**config.mk**
```make
export PLATFORM = sky130hd
export DESIGN_NAME = uart_rx_frame_terminator_detect
export DESIGN_NICKNAME = d
export VERILOG_FILES = /design/src/rtl/uftd_pkg.sv /design/src/rtl/uftd_match.sv /design/src/rtl/uart_rx_frame_terminator_detect.sv
export SDC_FILE = /design/constraint.sdc
export NUM_CORES = 1
export LEC_CHECK = 0
export BUFFER_PORTS_ARGS = -buffer_cell sky130_fd_sc_hd__buf_2
export CAP_MARGIN = 20
export CORE_MARGIN = 2
export CORE_UTILIZATION = 40
export CTS_CLUSTER_SIZE = 24
export DETAILED_ROUTE_END_ITERATION = 7
export PLACE_DENSITY = 0.64
export SYNTH_ARGS = -nofsm -noshare
export SYNTH_HDL_FRONTEND = slang
export SYNTH_SLANG_ARGS = --single-unit
```
**constraint.sdc**
```tcl
create_clock -name i_clk -period 4.55 [get_ports i_clk]
set_input_delay 0.455 -clock i_clk [delete_from_list [all_inputs] [get_ports i_clk]]
set_output_delay 0.455 -clock i_clk [all_outputs]
set_load 0.02 [all_outputs]
```
**src/rtl/uftd_pkg.sv**
```systemverilog
`timescale 1ns / 1ps
// ----------------------------------------------------------------------------
// uftd_pkg
// Shared types and constants for the UART receive frame terminator detector.
// ----------------------------------------------------------------------------
package uftd_pkg;

    localparam int BUFFER_DEPTH = 1024;
    localparam int MAX_SEQ_LEN  = 8;
    localparam int COUNT_W      = 10;
    localparam int SEQ_LEN_W    = 4;
    localparam int CFG_IDX_W    = 3;

    localparam logic [COUNT_W-1:0] FULL_COUNT = COUNT_W'(BUFFER_DEPTH - 1);

    localparam logic [7:0] CH_LF = 8'h0A;
    localparam logic [7:0] CH_CR = 8'h0D;
    localparam logic [7:0] CH_FA = 8'hFA;

    localparam logic [CFG_IDX_W-1:0] CFG_TERM_MODE   = 3'd0;
    localparam logic [CFG_IDX_W-1:0] CFG_TERM_BYTE   = 3'd1;
    localparam logic [CFG_IDX_W-1:0] CFG_FRAME_COUNT = 3'd2;
    localparam logic [CFG_IDX_W-1:0] CFG_SEQ_LENGTH  = 3'd3;
    localparam logic [CFG_IDX_W-1:0] CFG_SEQ_BYTES   = 3'd4;

    typedef enum logic [2:0] {
        MODE_LF     = 3'd0,
        MODE_CR     = 3'd1,
        MODE_CRLF   = 3'd2,
        MODE_CUSTOM = 3'd3,
        MODE_FAFA   = 3'd4,
        MODE_COUNT  = 3'd5,
        MODE_NONE   = 3'd6,
        MODE_SEQ    = 3'd7
    } t_mode;

    typedef struct packed {
        t_mode                      term_mode;
        logic [7:0]                 term_byte;
        logic [COUNT_W-1:0]         frame_byte_count;
        logic [SEQ_LEN_W-1:0]       seq_length;
        logic [8*MAX_SEQ_LEN-1:0]   seq_bytes;
    } t_cfg;

    typedef struct packed {
        logic [7:0]         data_byte;
        logic [COUNT_W-1:0] frame_position;
        logic               frame_end;
        logic               overflow;
        logic [COUNT_W-1:0] frame_length;
    } t_result;

endpackage

```
**src/rtl/uftd_match.sv**
```systemverilog
`timescale 1ns / 1ps
// ----------------------------------------------------------------------------
// uftd_match
// Terminator test for one byte against the frame count and byte history.
// ----------------------------------------------------------------------------
module uftd_match (
    input  uftd_pkg::t_cfg                  i_cfg,
    input  logic [uftd_pkg::COUNT_W-1:0]    i_frame_count,
    input  logic [7:0]                      i_hist [0:uftd_pkg::MAX_SEQ_LEN-1],
    input  logic [7:0]                      i_rx_byte,
    output uftd_pkg::t_result               o_result,
    output logic [uftd_pkg::COUNT_W-1:0]    o_next_count,
    output logic                            o_keep
);

    logic [7:0]                         newest [0:uftd_pkg::MAX_SEQ_LEN-1];
    logic [uftd_pkg::COUNT_W-1:0]       len;
    logic                               full;
    logic                               end_hit;
    logic [uftd_pkg::MAX_SEQ_LEN:0]     seq_hit;
    logic [uftd_pkg::SEQ_LEN_W-1:0]     seq_n;
    logic                               seq_ok;

    always_comb begin
        newest[0] = i_rx_byte;
        for (int k = 1; k < uftd_pkg::MAX_SEQ_LEN; k++) begin
            newest[k] = i_hist[k-1];
        end
    end

    assign full = (i_frame_count >= uftd_pkg::FULL_COUNT);
    assign len  = i_frame_count + 1'b1;

    // seq_hit[n]: the newest n bytes equal the first n sequence bytes, oldest first
    always_comb begin
        seq_hit = '1;
        for (int n = 1; n <= uftd_pkg::MAX_SEQ_LEN; n++) begin
            for (int i = 0; i < n; i++) begin
                if (i_cfg.seq_bytes[8*i +: 8] != newest[n-1-i]) begin
                    seq_hit[n] = 1'b0;
                end
            end
        end
    end

    assign seq_n = (i_cfg.seq_length > uftd_pkg::SEQ_LEN_W'(uftd_pkg::MAX_SEQ_LEN))
                 ? uftd_pkg::SEQ_LEN_W'(uftd_pkg::MAX_SEQ_LEN) : i_cfg.seq_length;
    assign seq_ok = (len >= uftd_pkg::COUNT_W'(seq_n)) && seq_hit[seq_n];

    always_comb begin
        unique case (i_cfg.term_mode)
            uftd_pkg::MODE_LF:     end_hit = (i_rx_byte == uftd_pkg::CH_LF);
            uftd_pkg::MODE_CR:     end_hit = (i_rx_byte == uftd_pkg::CH_CR);
            uftd_pkg::MODE_CRLF:   end_hit = (len >= 2) && (i_rx_byte == uftd_pkg::CH_LF)
                                           && (i_hist[0] == uftd_pkg::CH_CR);
            uftd_pkg::MODE_CUSTOM: end_hit = (i_rx_byte == i_cfg.term_byte);
            uftd_pkg::MODE_FAFA:   end_hit = (len >= 2) && (i_rx_byte == uftd_pkg::CH_FA)
                                           && (i_hist[0] == uftd_pkg::CH_FA);
            uftd_pkg::MODE_COUNT:  end_hit = (len >= i_cfg.frame_byte_count);
            uftd_pkg::MODE_NONE:   end_hit = 1'b0;
            uftd_pkg::MODE_SEQ:    end_hit = seq_ok;
            default:               end_hit = 1'b0;
        endcase
    end

    always_comb begin
        o_result.data_byte = i_rx_byte;
        if (full) begin
            o_result.frame_position = '0;
            o_result.frame_end      = 1'b0;
            o_result.overflow       = 1'b1;
            o_result.frame_length   = '0;
            o_next_count            = '0;
            o_keep                  = 1'b0;
        end else begin
            o_result.frame_position = i_frame_count;
            o_result.frame_end      = end_hit;
            o_result.overflow       = 1'b0;
            o_result.frame_length   = len;
            o_next_count            = end_hit ? '0 : len;
            o_keep                  = 1'b1;
        end
    end

endmodule

```
**src/rtl/uart_rx_frame_terminator_detect.sv**
```systemverilog
`timescale 1ns / 1ps
// ----------------------------------------------------------------------------
// uart_rx_frame_terminator_detect
// Frame terminator detector for received UART bytes.
// ----------------------------------------------------------------------------
// Accepts one byte per clock while o_in_stall is low and returns one result
// beat per byte, registered into the result or skid register. The per-byte work
// is a combinational compare and count step against the frame counter and an
// eight-byte history; a two-entry output buffer (result register plus skid
// register) keeps input acceptance going while a result waits downstream, and
// o_in_stall rises only when both entries are occupied. Configuration writes
// are always ready and should be issued only while the block is idle.
module uart_rx_frame_terminator_detect (
    input  logic                                i_clk,
    input  logic                                i_rst_n,
    input  logic                                i_in_valid,
    output logic                                o_in_stall,
    input  logic [7:0]                          i_rx_byte,
    output logic                                o_out_valid,
    input  logic                                i_out_stall,
    output logic [7:0]                          o_data_byte,
    output logic [uftd_pkg::COUNT_W-1:0]        o_frame_position,
    output logic                                o_frame_end,
    output logic                                o_overflow,
    output logic [uftd_pkg::COUNT_W-1:0]        o_frame_length,
    input  logic                                i_cfg_valid,
    output logic                                o_cfg_ready,
    input  logic [uftd_pkg::CFG_IDX_W-1:0]      i_cfg_index,
    input  logic [8*uftd_pkg::MAX_SEQ_LEN-1:0]  i_cfg_data
);

    uftd_pkg::t_cfg                 r_cfg;
    logic [uftd_pkg::COUNT_W-1:0]   r_frame_count;
    logic [7:0]                     r_hist [0:uftd_pkg::MAX_SEQ_LEN-1];
    uftd_pkg::t_result              r_out;
    uftd_pkg::t_result              r_skid;
    logic                           r_out_valid;
    logic                           r_skid_valid;

    uftd_pkg::t_result              n_result;
    logic [uftd_pkg::COUNT_W-1:0]   n_frame_count;
    logic                           keep;
    logic                           in_beat;
    logic                           out_beat;

    assign in_beat     = i_in_valid && !r_skid_valid;
    assign out_beat    = r_out_valid && !i_out_stall;
    assign o_in_stall  = r_skid_valid;
    assign o_cfg_ready = 1'b1;

    uftd_match u_match (
        .i_cfg         (r_cfg),
        .i_frame_count (r_frame_count),
        .i_hist        (r_hist),
        .i_rx_byte     (i_rx_byte),
        .o_result      (n_result),
        .o_next_count  (n_frame_count),
        .o_keep        (keep)
    );

    always_ff @(posedge i_clk) begin
        if (!i_rst_n) begin
            r_cfg.term_mode        <= uftd_pkg::MODE_LF;
            r_cfg.term_byte        <= uftd_pkg::CH_LF;
            r_cfg.frame_byte_count <= '0;
            r_cfg.seq_length       <= '0;
            r_cfg.seq_bytes        <= '0;
        end else if (i_cfg_valid) begin
            unique case (i_cfg_index)
                uftd_pkg::CFG_TERM_MODE:   r_cfg.term_mode <= uftd_pkg::t_mode'(i_cfg_data[2:0]);
                uftd_pkg::CFG_TERM_BYTE:   r_cfg.term_byte <= i_cfg_data[7:0];
                uftd_pkg::CFG_FRAME_COUNT: r_cfg.frame_byte_count <=
                                               i_cfg_data[uftd_pkg::COUNT_W-1:0];
                uftd_pkg::CFG_SEQ_LENGTH:  r_cfg.seq_length <=
                                               i_cfg_data[uftd_pkg::SEQ_LEN_W-1:0];
                uftd_pkg::CFG_SEQ_BYTES:   r_cfg.seq_bytes <= i_cfg_data;
                default: ;
            endcase
        end
    end

    always_ff @(posedge i_clk) begin
        if (!i_rst_n) begin
            r_frame_count <= '0;
            for (int k = 0; k < uftd_pkg::MAX_SEQ_LEN; k++) begin
                r_hist[k] <= '0;
            end
        end else if (in_beat) begin
            r_frame_count <= n_frame_count;
            if (keep) begin
                r_hist[0] <= i_rx_byte;
                for (int k = 1; k < uftd_pkg::MAX_SEQ_LEN; k++) begin
                    r_hist[k] <= r_hist[k-1];
                end
            end
        end
    end

    // result register with skid entry behind it
    always_ff @(posedge i_clk) begin
        if (!i_rst_n) begin
            r_out_valid  <= 1'b0;
            r_skid_valid <= 1'b0;
        end else if (in_beat) begin
            if (!r_out_valid || out_beat) begin
                r_out_valid <= 1'b1;
            end else begin
                r_skid_valid <= 1'b1;
            end
        end else if (out_beat) begin
            if (r_skid_valid) begin
                r_skid_valid <= 1'b0;
            end else begin
                r_out_valid <= 1'b0;
            end
        end
    end

    always_ff @(posedge i_clk) begin
        if (in_beat) begin
            if (!r_out_valid || out_beat) begin
                r_out <= n_result;
            end else begin
                r_skid <= n_result;
            end
        end else if (out_beat && r_skid_valid) begin
            r_out <= r_skid;
        end
    end

    assign o_out_valid      = r_out_valid;
    assign o_data_byte      = r_out.data_byte;
    assign o_frame_position = r_out.frame_position;
    assign o_frame_end      = r_out.frame_end;
    assign o_overflow       = r_out.overflow;
    assign o_frame_length   = r_out.frame_length;

    a_skid_needs_out: assert property (@(posedge i_clk) disable iff (!i_rst_n)
        r_skid_valid |-> r_out_valid)
        else $error("skid entry held without result entry");

    a_full_restarts: assert property (@(posedge i_clk) disable iff (!i_rst_n)
        in_beat && (r_frame_count >= uftd_pkg::FULL_COUNT) |=> (r_frame_count == '0))
        else $error("frame count not restarted on full buffer");

    a_overflow_clean: assert property (@(posedge i_clk) disable iff (!i_rst_n)
        r_out_valid && r_out.overflow |-> !r_out.frame_end && (r_out.frame_length == '0))
        else $error("overflow beat carries frame data");

    a_length_pos: assert property (@(posedge i_clk) disable iff (!i_rst_n)
        r_out_valid && !r_out.overflow |->
            (r_out.frame_length == r_out.frame_position + 1'b1))
        else $error("frame length and position disagree");

endmodule
```
* After elaboration in Yosys (flattened, before gate mapping)
Index checks and enable logic that the tools add are counted.
** Cells by class
- Add/subtract/negate cells :: 1
- Order comparisons :: 6
- Eq/ne operators :: 56
- Muxes and demuxes :: 53
- Bitwise operators :: 2
- Reduce and logical (&&, ||, !) cells :: 26
** Operator list (number)
- inequality test 8 bit :: 36
- two-way mux 30 bit :: 3
- two-way mux 1 bit :: 44
- == test 8 x 4 -> 1 bit, second input constant :: 3
- two-way mux 22 bit :: 1
- two-way mux 10 bit :: 2
- AND reduction 2 bit :: 9
- == test 8 bit, second input constant :: 2
- == test 3 bit, second input constant :: 5
- == test 3 x 2 -> 1 bit, second input constant :: 4
- adder 10 x 1 -> 10 bit, second input constant :: 1
- greater-or-equal comparator 10 bit :: 1
- greater-or-equal comparator 10 bit, second input constant :: 1
- greater-or-equal comparator 10 x 2 -> 1 bit, second input constant :: 1
- greater-or-equal comparator 10 x 4 -> 1 bit :: 1
- == test 8 bit :: 1
- logical AND 1 bit :: 8
- case mux 1 bit (8 select lines) :: 1
- == test 3 x 1 -> 1 bit, second input constant :: 2
- logical NOT 3 bit :: 2
- less-than comparator 4 x 5 -> 1 bit, second input constant :: 1
- binary-select mux 1 bit (select 4 bit) :: 1
- > comparator 4 bit, second input constant :: 1
- two-way mux 4 bit :: 1
- 7 further kinds :: 12
** Word-level totals
- Bits in registers :: 217
- Input port bits :: 80

* Logic depth before layout (Yosys ltp)
- Word-level depth :: 16
- Mapped depth :: 14
- Gate-level depth less buffers :: 13

* Hierarchy
Synthesis repeated with hierarchy kept, for this count alone.
** Second synthesis, totals
- Cells, all modules :: 1539
- Area, all modules :: 12941.2 sq um
** Modules (own cells, without submodules)
- uart_rx_frame_terminator_detect :: instances 1, cells each 850, area each 8072.7 sq um, seq. area each 5104.9 sq um
- uftd_match :: instances 1, cells each 689, area each 4868.4 sq um, seq. area each 0.0 sq um

* Worst setup path before layout
OpenSTA, ideal clock, no wires.
- Kind :: reg2reg
- Start point :: register r_frame_count[0] in the netlist's numbering
- End point :: register r_out, in the netlist o_frame_end (data pin)
- Library setup time :: 257 ps
- Arrival time :: 3003 ps
- Required time :: 4293 ps
- Setup slack :: 1290 ps
- Cell stages (with the launch flop) :: 14
- Buffers on the path :: 0
- Cells stage by stage :: dfxtp_1 ha_1 and2_4 and3_1 xnor2_1 inv_1 ha_1 and4_1 a221o_1 a31oi_1 o21ai_1 a211oi_4 nand2_4 a22o_2
** On the way
- Longest elaborated chain between the ends :: 8
- Elaborated cells between the ends (all ways) :: 14
- Those cells by class :: 1 x add/sub; 4 x order compare; 4 x mux; 5 x reduce/logical
** RTL lines
- start, declared :: line uart_rx_frame_terminator_detect.sv:33 : logic [uftd_pkg::COUNT_W-1:0] r_frame_count;
- start signal, assigned :: line uart_rx_frame_terminator_detect.sv:89 : r_frame_count <= n_frame_count;
- adder 10 x 1 -> 10 bit :: line uftd_match.sv:32 : assign len = i_frame_count + 1'b1;
- greater-or-equal comparator 10 x 2 -> 1 bit :: line uftd_match.sv:54, uftd_match.sv:57
- logical AND 1 bit (on tied branches) :: line uftd_match.sv:57, uftd_match.sv:54
- logical AND 1 bit (on tied branches) :: line uftd_match.sv:58, uftd_match.sv:55
- case mux 1 bit (8 select lines) :: line uftd_match.sv:51 : unique case (i_cfg.term_mode)
- two-way mux 22 bit * :: line uftd_match.sv:68 : if (full) begin
- two-way mux 30 bit * :: line uart_rx_frame_terminator_detect.sv:121 : if (!r_out_valid || out_beat) begin
- two-way mux 30 bit * :: line uart_rx_frame_terminator_detect.sv:120 : if (in_beat) begin
- end signal, assigned :: line uart_rx_frame_terminator_detect.sv:122 : r_out <= n_result;
- end signal, assigned :: line uart_rx_frame_terminator_detect.sv:127 : r_out <= r_skid;
- end, declared :: line uart_rx_frame_terminator_detect.sv:35 : uftd_pkg::t_result r_out;
Mark *: on every way between the ends. The rest lies on a longest branch, timed or not. The select of a mux whose other input is x is not followed.
A chain may end at the register's enable or synchronous reset.

* Worst setup path in the final report
Same ends and word-level chain as after synthesis.

==> impl_results.md <==
- Final wirelength: 40300 um
- Max incr delay on CP: 0.55 ns
- Number of vias per cell after detailed routing: 5.46
- Floorplan die height: 184 um
- Total instance count after detailed placement: 1872
- Maximum number of pins on one net before global-route repair: 87
- CP Data Arrival Time: 4.03 ns
- Synthesized net count: 1596
- Critical path fanouts, max: 10
- Setup_tns: 0 ns
- Remaining design rule violation count: 0
- Fraction of synthesis flops using an asynchronous set or reset pin: 0%
- Post-synth cell types: 74
- Number of clock sinks: 217
- Utilization after layout: 44.0%
- Quantity of I/O buffers inserted on ports: 111
- Count of nets left with antenna violations after detail routing: 0
- Share of post-route cells with drive strength above 1: 12.0%
- Final critical-path required period: 3.74 ns
- Top Ports: 113
- Cell area after synthesis: 13000 um2
- DRT met1 WL: 17500 um
- Max Used Layer: met4
- Biggest area contributors in the synthesized netlist: sky130_fd_sc_hd__dfxtp_1 (24%), sky130_fd_sc_hd__edfxtp_1 (14%), sky130_fd_sc_hd__xnor2_1 (14%)
- Global-route usage over all layers: 23.9%
- Startpoint types: flip-flop
- Number of violations of the max-capacitance limit: 0
- NumNets Final: 1592
- Post-CTS clock slew at the launch and capture registers of the worst setup and hold paths: 0.06 ns
- Number of placement rows: 65
- Seq. cell area: 4940 um2
- Part of the Yosys area used for sequential elements: 38.1%
- Required time at the endpoint of the critical path: 4.83 ns
- Total buffers and inverters traversed by the critical path: 1
- RSZ-0062 raised after global routing: false
- Starting Density: 40.9%
- Upper clock frequency limit: 0.267 GHz
- DPL Wire Length: 28500 um
- Count of TritonRoute iterations in the first routing pass: 6
- Setup skew after layout: 0.00686 ns
- Floorplan die width: 184 um
- Number of flops mapped to enable cells by yosys: 60
- Cell breakdown of the critical path: ha_1 -> and2_4 -> and3_1 -> xnor2_1 -> inv_1 -> ha_1 -> and4_1 -> a221o_1 -> a31oi_1 -> o21ai_1 -> a211oi_4 -> nand2_4 -> a22o_2
- Number of resized instances in the post-cts repair step: 0
- Filler cells: 3129
- Primary flip-flop cell chosen by synthesis mapping: sky130_fd_sc_hd__dfxtp_1
- Static power due to leakage: 5.06 nW
- Critical path endpoint category: flip-flop
- Antenna violations before repair: 0
- Mean post-synth cell area: 8.65 um2
- Power per unit of standard cell area: 317 nW/um2
- Final Hold Slack: 0.172 ns
- Worst hold path type: in2reg
- Yosys warns: 0
- Number of endpoints failing setup at the final stage: 0
- Number of global-route vias before repair: 10000
- Cell count after synthesis: 1500
- Post-synth top area share: 24.2%
- Floorplan core area: 31700 um2
- Worst slew margin: 33.9%
- Met2 routed wirelength: 18200 um
- Length of routed met3 wiring: 2570 um
- Initial drt markers: 859
- Total area of multi-input combinational cells: 7000 um2
- Worst path most repeated cell: sky130_fd_sc_hd__ha_1
- Sum of overflow across all layers after global routing: 0
- Maximum buffer depth of the clock tree: 3
- Final cell count without fillers: 1912
- Startpoint-to-endpoint class of the critical path: reg2reg
- Run status: finished clean
- Number of levels in the clock H-tree: 1
- IR drop worst, VDD: 0.235 mV
- Max-slew violation count: 0
- Number of buffers created by CTS: 24
- Slew @ Worst Pin: 0.992 ns
- Post-DR wirelength/cell: 21.1 um
- Portion of the clock cycle consumed by the worst path in the final layout: 82.3%
- Total design power: 4.43 mW
- N_diodes: 0
- Die outline area: 33900 um2
- P&R area growth vs syn: 7.55%
- #FFs+latches synth: 217
- CP delay by family, top: compound AO/OA/AOI/OAI gates
- Master of the slowest instance on the critical path: sky130_fd_sc_hd__dfxtp_1
- Count of hold buffers inserted by post-cts repair: 0
- First-pass GRT wire length: 61000 um
- Root cell of the clock tree: sky130_fd_sc_hd__clkbuf_16
- Buffer count from post-CTS setup fixing: 0
- Final Hold Vio Count: 0
- Cell taking the most area after synthesis: sky130_fd_sc_hd__dfxtp_1
- Final weighted congestion of routability-driven global placement: 1.04
- Clock Latency Late Sink: 0.53 ns
- Clock tree from TritonCTS: done
- Total number of vias: 10400
## metal layers
layer  global-route usage, %  up-vias
met1                    31.1     4975
met4                    11.4        0
li1                        -     4958
met5                       0        -
met2                    39.0      382
met3                    3.48      116
## path summary, 6_finish.rpt
kind / depth (start not counted) / to / start / slack (ns)
setup / recovery: 13 / o_frame_end / r_frame_count[0] / 0.81
hold / removal: 3 / r_cfg[22] / i_cfg_data[22] / 0.17
setup reg to reg: 13 / o_frame_end / r_frame_count[0] / 0.81
hold reg to reg: 2 / r_cfg[75] / r_cfg[75] / 0.47
## area by class of cell
cell class / count / share of cell area (%)
timing repair buffer: 122 / 4.59
inverter: 42 / 1.13
clock buffer: 31 / 4.64
multi-input combinational: 1089 / 50.2
tap: 402 / 3.60
clock inverter: 9 / 0.430
sequential: 217 / 35.4
## cell usage after synthesis, types with 3 or more instances
cell type and n:
sky130_fd_sc_hd__nand2_1 359, sky130_fd_sc_hd__xnor2_1 200, sky130_fd_sc_hd__dfxtp_1 157, sky130_fd_sc_hd__a21boi_0 136
sky130_fd_sc_hd__xor2_1 84, sky130_fd_sc_hd__edfxtp_1 60, sky130_fd_sc_hd__nand4_1 53, sky130_fd_sc_hd__clkbuf_1 46
sky130_fd_sc_hd__buf_2 44, sky130_fd_sc_hd__inv_1 41, sky130_fd_sc_hd__buf_4 35, sky130_fd_sc_hd__nor4_1 35
sky130_fd_sc_hd__nand3_1 29, sky130_fd_sc_hd__nor2_1 21, sky130_fd_sc_hd__ha_1 16, sky130_fd_sc_hd__o21ai_0 16
sky130_fd_sc_hd__buf_6 14, sky130_fd_sc_hd__a21oi_1 12, sky130_fd_sc_hd__and2_1 11, sky130_fd_sc_hd__nor2b_1 11
sky130_fd_sc_hd__nor3_1 11, sky130_fd_sc_hd__mux2i_1 6, sky130_fd_sc_hd__buf_1 5, sky130_fd_sc_hd__clkbuf_2 5
sky130_fd_sc_hd__o22ai_1 5, sky130_fd_sc_hd__o31ai_1 5, sky130_fd_sc_hd__a22o_1 4, sky130_fd_sc_hd__nand2b_1 4
sky130_fd_sc_hd__a2111oi_0 3, sky130_fd_sc_hd__a21o_1 3, sky130_fd_sc_hd__a22oi_1 3, sky130_fd_sc_hd__a31oi_1 3
sky130_fd_sc_hd__and3_1 3, sky130_fd_sc_hd__and4b_1 3, sky130_fd_sc_hd__nand3b_1 3, sky130_fd_sc_hd__nor4b_1 3
sky130_fd_sc_hd__or2_2 3
## registers in the layout, summed over array words and instances, names as in the netlist
| signal | flops |
|---|---|
| o_frame_position | 10 |
| r_cfg | 89 |
| o_overflow | 1 |
| r_hist | 56 |
| o_frame_end | 1 |
| r_skid | 30 |
| o_data_byte | 8 |
| o_out_valid | 1 |
| o_in_stall | 1 |
| o_frame_length | 10 |
| r_frame_count | 10 |
## metrics by stage
stage | worst slack [ns] | instance area (um2)
after floorplan | 1.29 | 13000
after global placement | 0.931 | 13200
after detailed placement | 0.842 | 13200
after CTS | 0.826 | 14000
after global routing | 0.464 | 14000
final | 0.807 | 14000
## where the power goes
part | internal [mW] | switching, mW | leakage (nW)
combinational | 0.213 | 0.300 | 2.87
clock | 0.998 | 0.768 | 0.346
sequential | 2.05 | 0.101 | 1.84
## worst reg2reg max path, cell delays in order, from the launching register on
cell and delay, ns:
sky130_fd_sc_hd__dfxtp_1 0.55, sky130_fd_sc_hd__ha_1 0.34, sky130_fd_sc_hd__and2_4 0.19, sky130_fd_sc_hd__and3_1 0.18, sky130_fd_sc_hd__xnor2_1 0.21, sky130_fd_sc_hd__inv_1 0.10
sky130_fd_sc_hd__ha_1 0.30, sky130_fd_sc_hd__and4_1 0.17, sky130_fd_sc_hd__a221o_1 0.35, sky130_fd_sc_hd__a31oi_1 0.16, sky130_fd_sc_hd__o21ai_1 0.12, sky130_fd_sc_hd__a211oi_4 0.41
sky130_fd_sc_hd__nand2_4 0.15, sky130_fd_sc_hd__a22o_2 0.26
## placed cells by master, fill, tap and decap left out, types with 4 or more instances in the layout
master	n
sky130_fd_sc_hd__nand2_1	359
sky130_fd_sc_hd__xnor2_1	200
sky130_fd_sc_hd__dfxtp_1	157
sky130_fd_sc_hd__a21boi_0	136
sky130_fd_sc_hd__buf_2	110
sky130_fd_sc_hd__xor2_1	84
sky130_fd_sc_hd__edfxtp_1	60
sky130_fd_sc_hd__nand4_1	53
sky130_fd_sc_hd__inv_1	41
sky130_fd_sc_hd__nor4_1	35
sky130_fd_sc_hd__nand3_1	28
sky130_fd_sc_hd__clkbuf_16	24
sky130_fd_sc_hd__nor2_1	20
sky130_fd_sc_hd__o21ai_0	16
sky130_fd_sc_hd__ha_1	16
sky130_fd_sc_hd__buf_4	12
sky130_fd_sc_hd__and2_1	11
sky130_fd_sc_hd__nor3_1	11
sky130_fd_sc_hd__a21oi_1	11
sky130_fd_sc_hd__nor2b_1	10
sky130_fd_sc_hd__mux2i_1	6
sky130_fd_sc_hd__o22ai_1	5
sky130_fd_sc_hd__o31ai_1	5
sky130_fd_sc_hd__clkbuf_1	5
sky130_fd_sc_hd__a22o_1	4
sky130_fd_sc_hd__clkinv_2	4
## cell families after synthesis
family	Yosys count	share of synthesized area, %
xor+xnor	286	19.4
fa+ha+maj	16	1.54
flops	217	38.1
mux	8	0.636
other cells	1	0.0289
compound gates	216	12.3
buf+inv	194	8.10
simple gates	562	19.8
No activity file was read; power rests on OpenSTA's default activity.
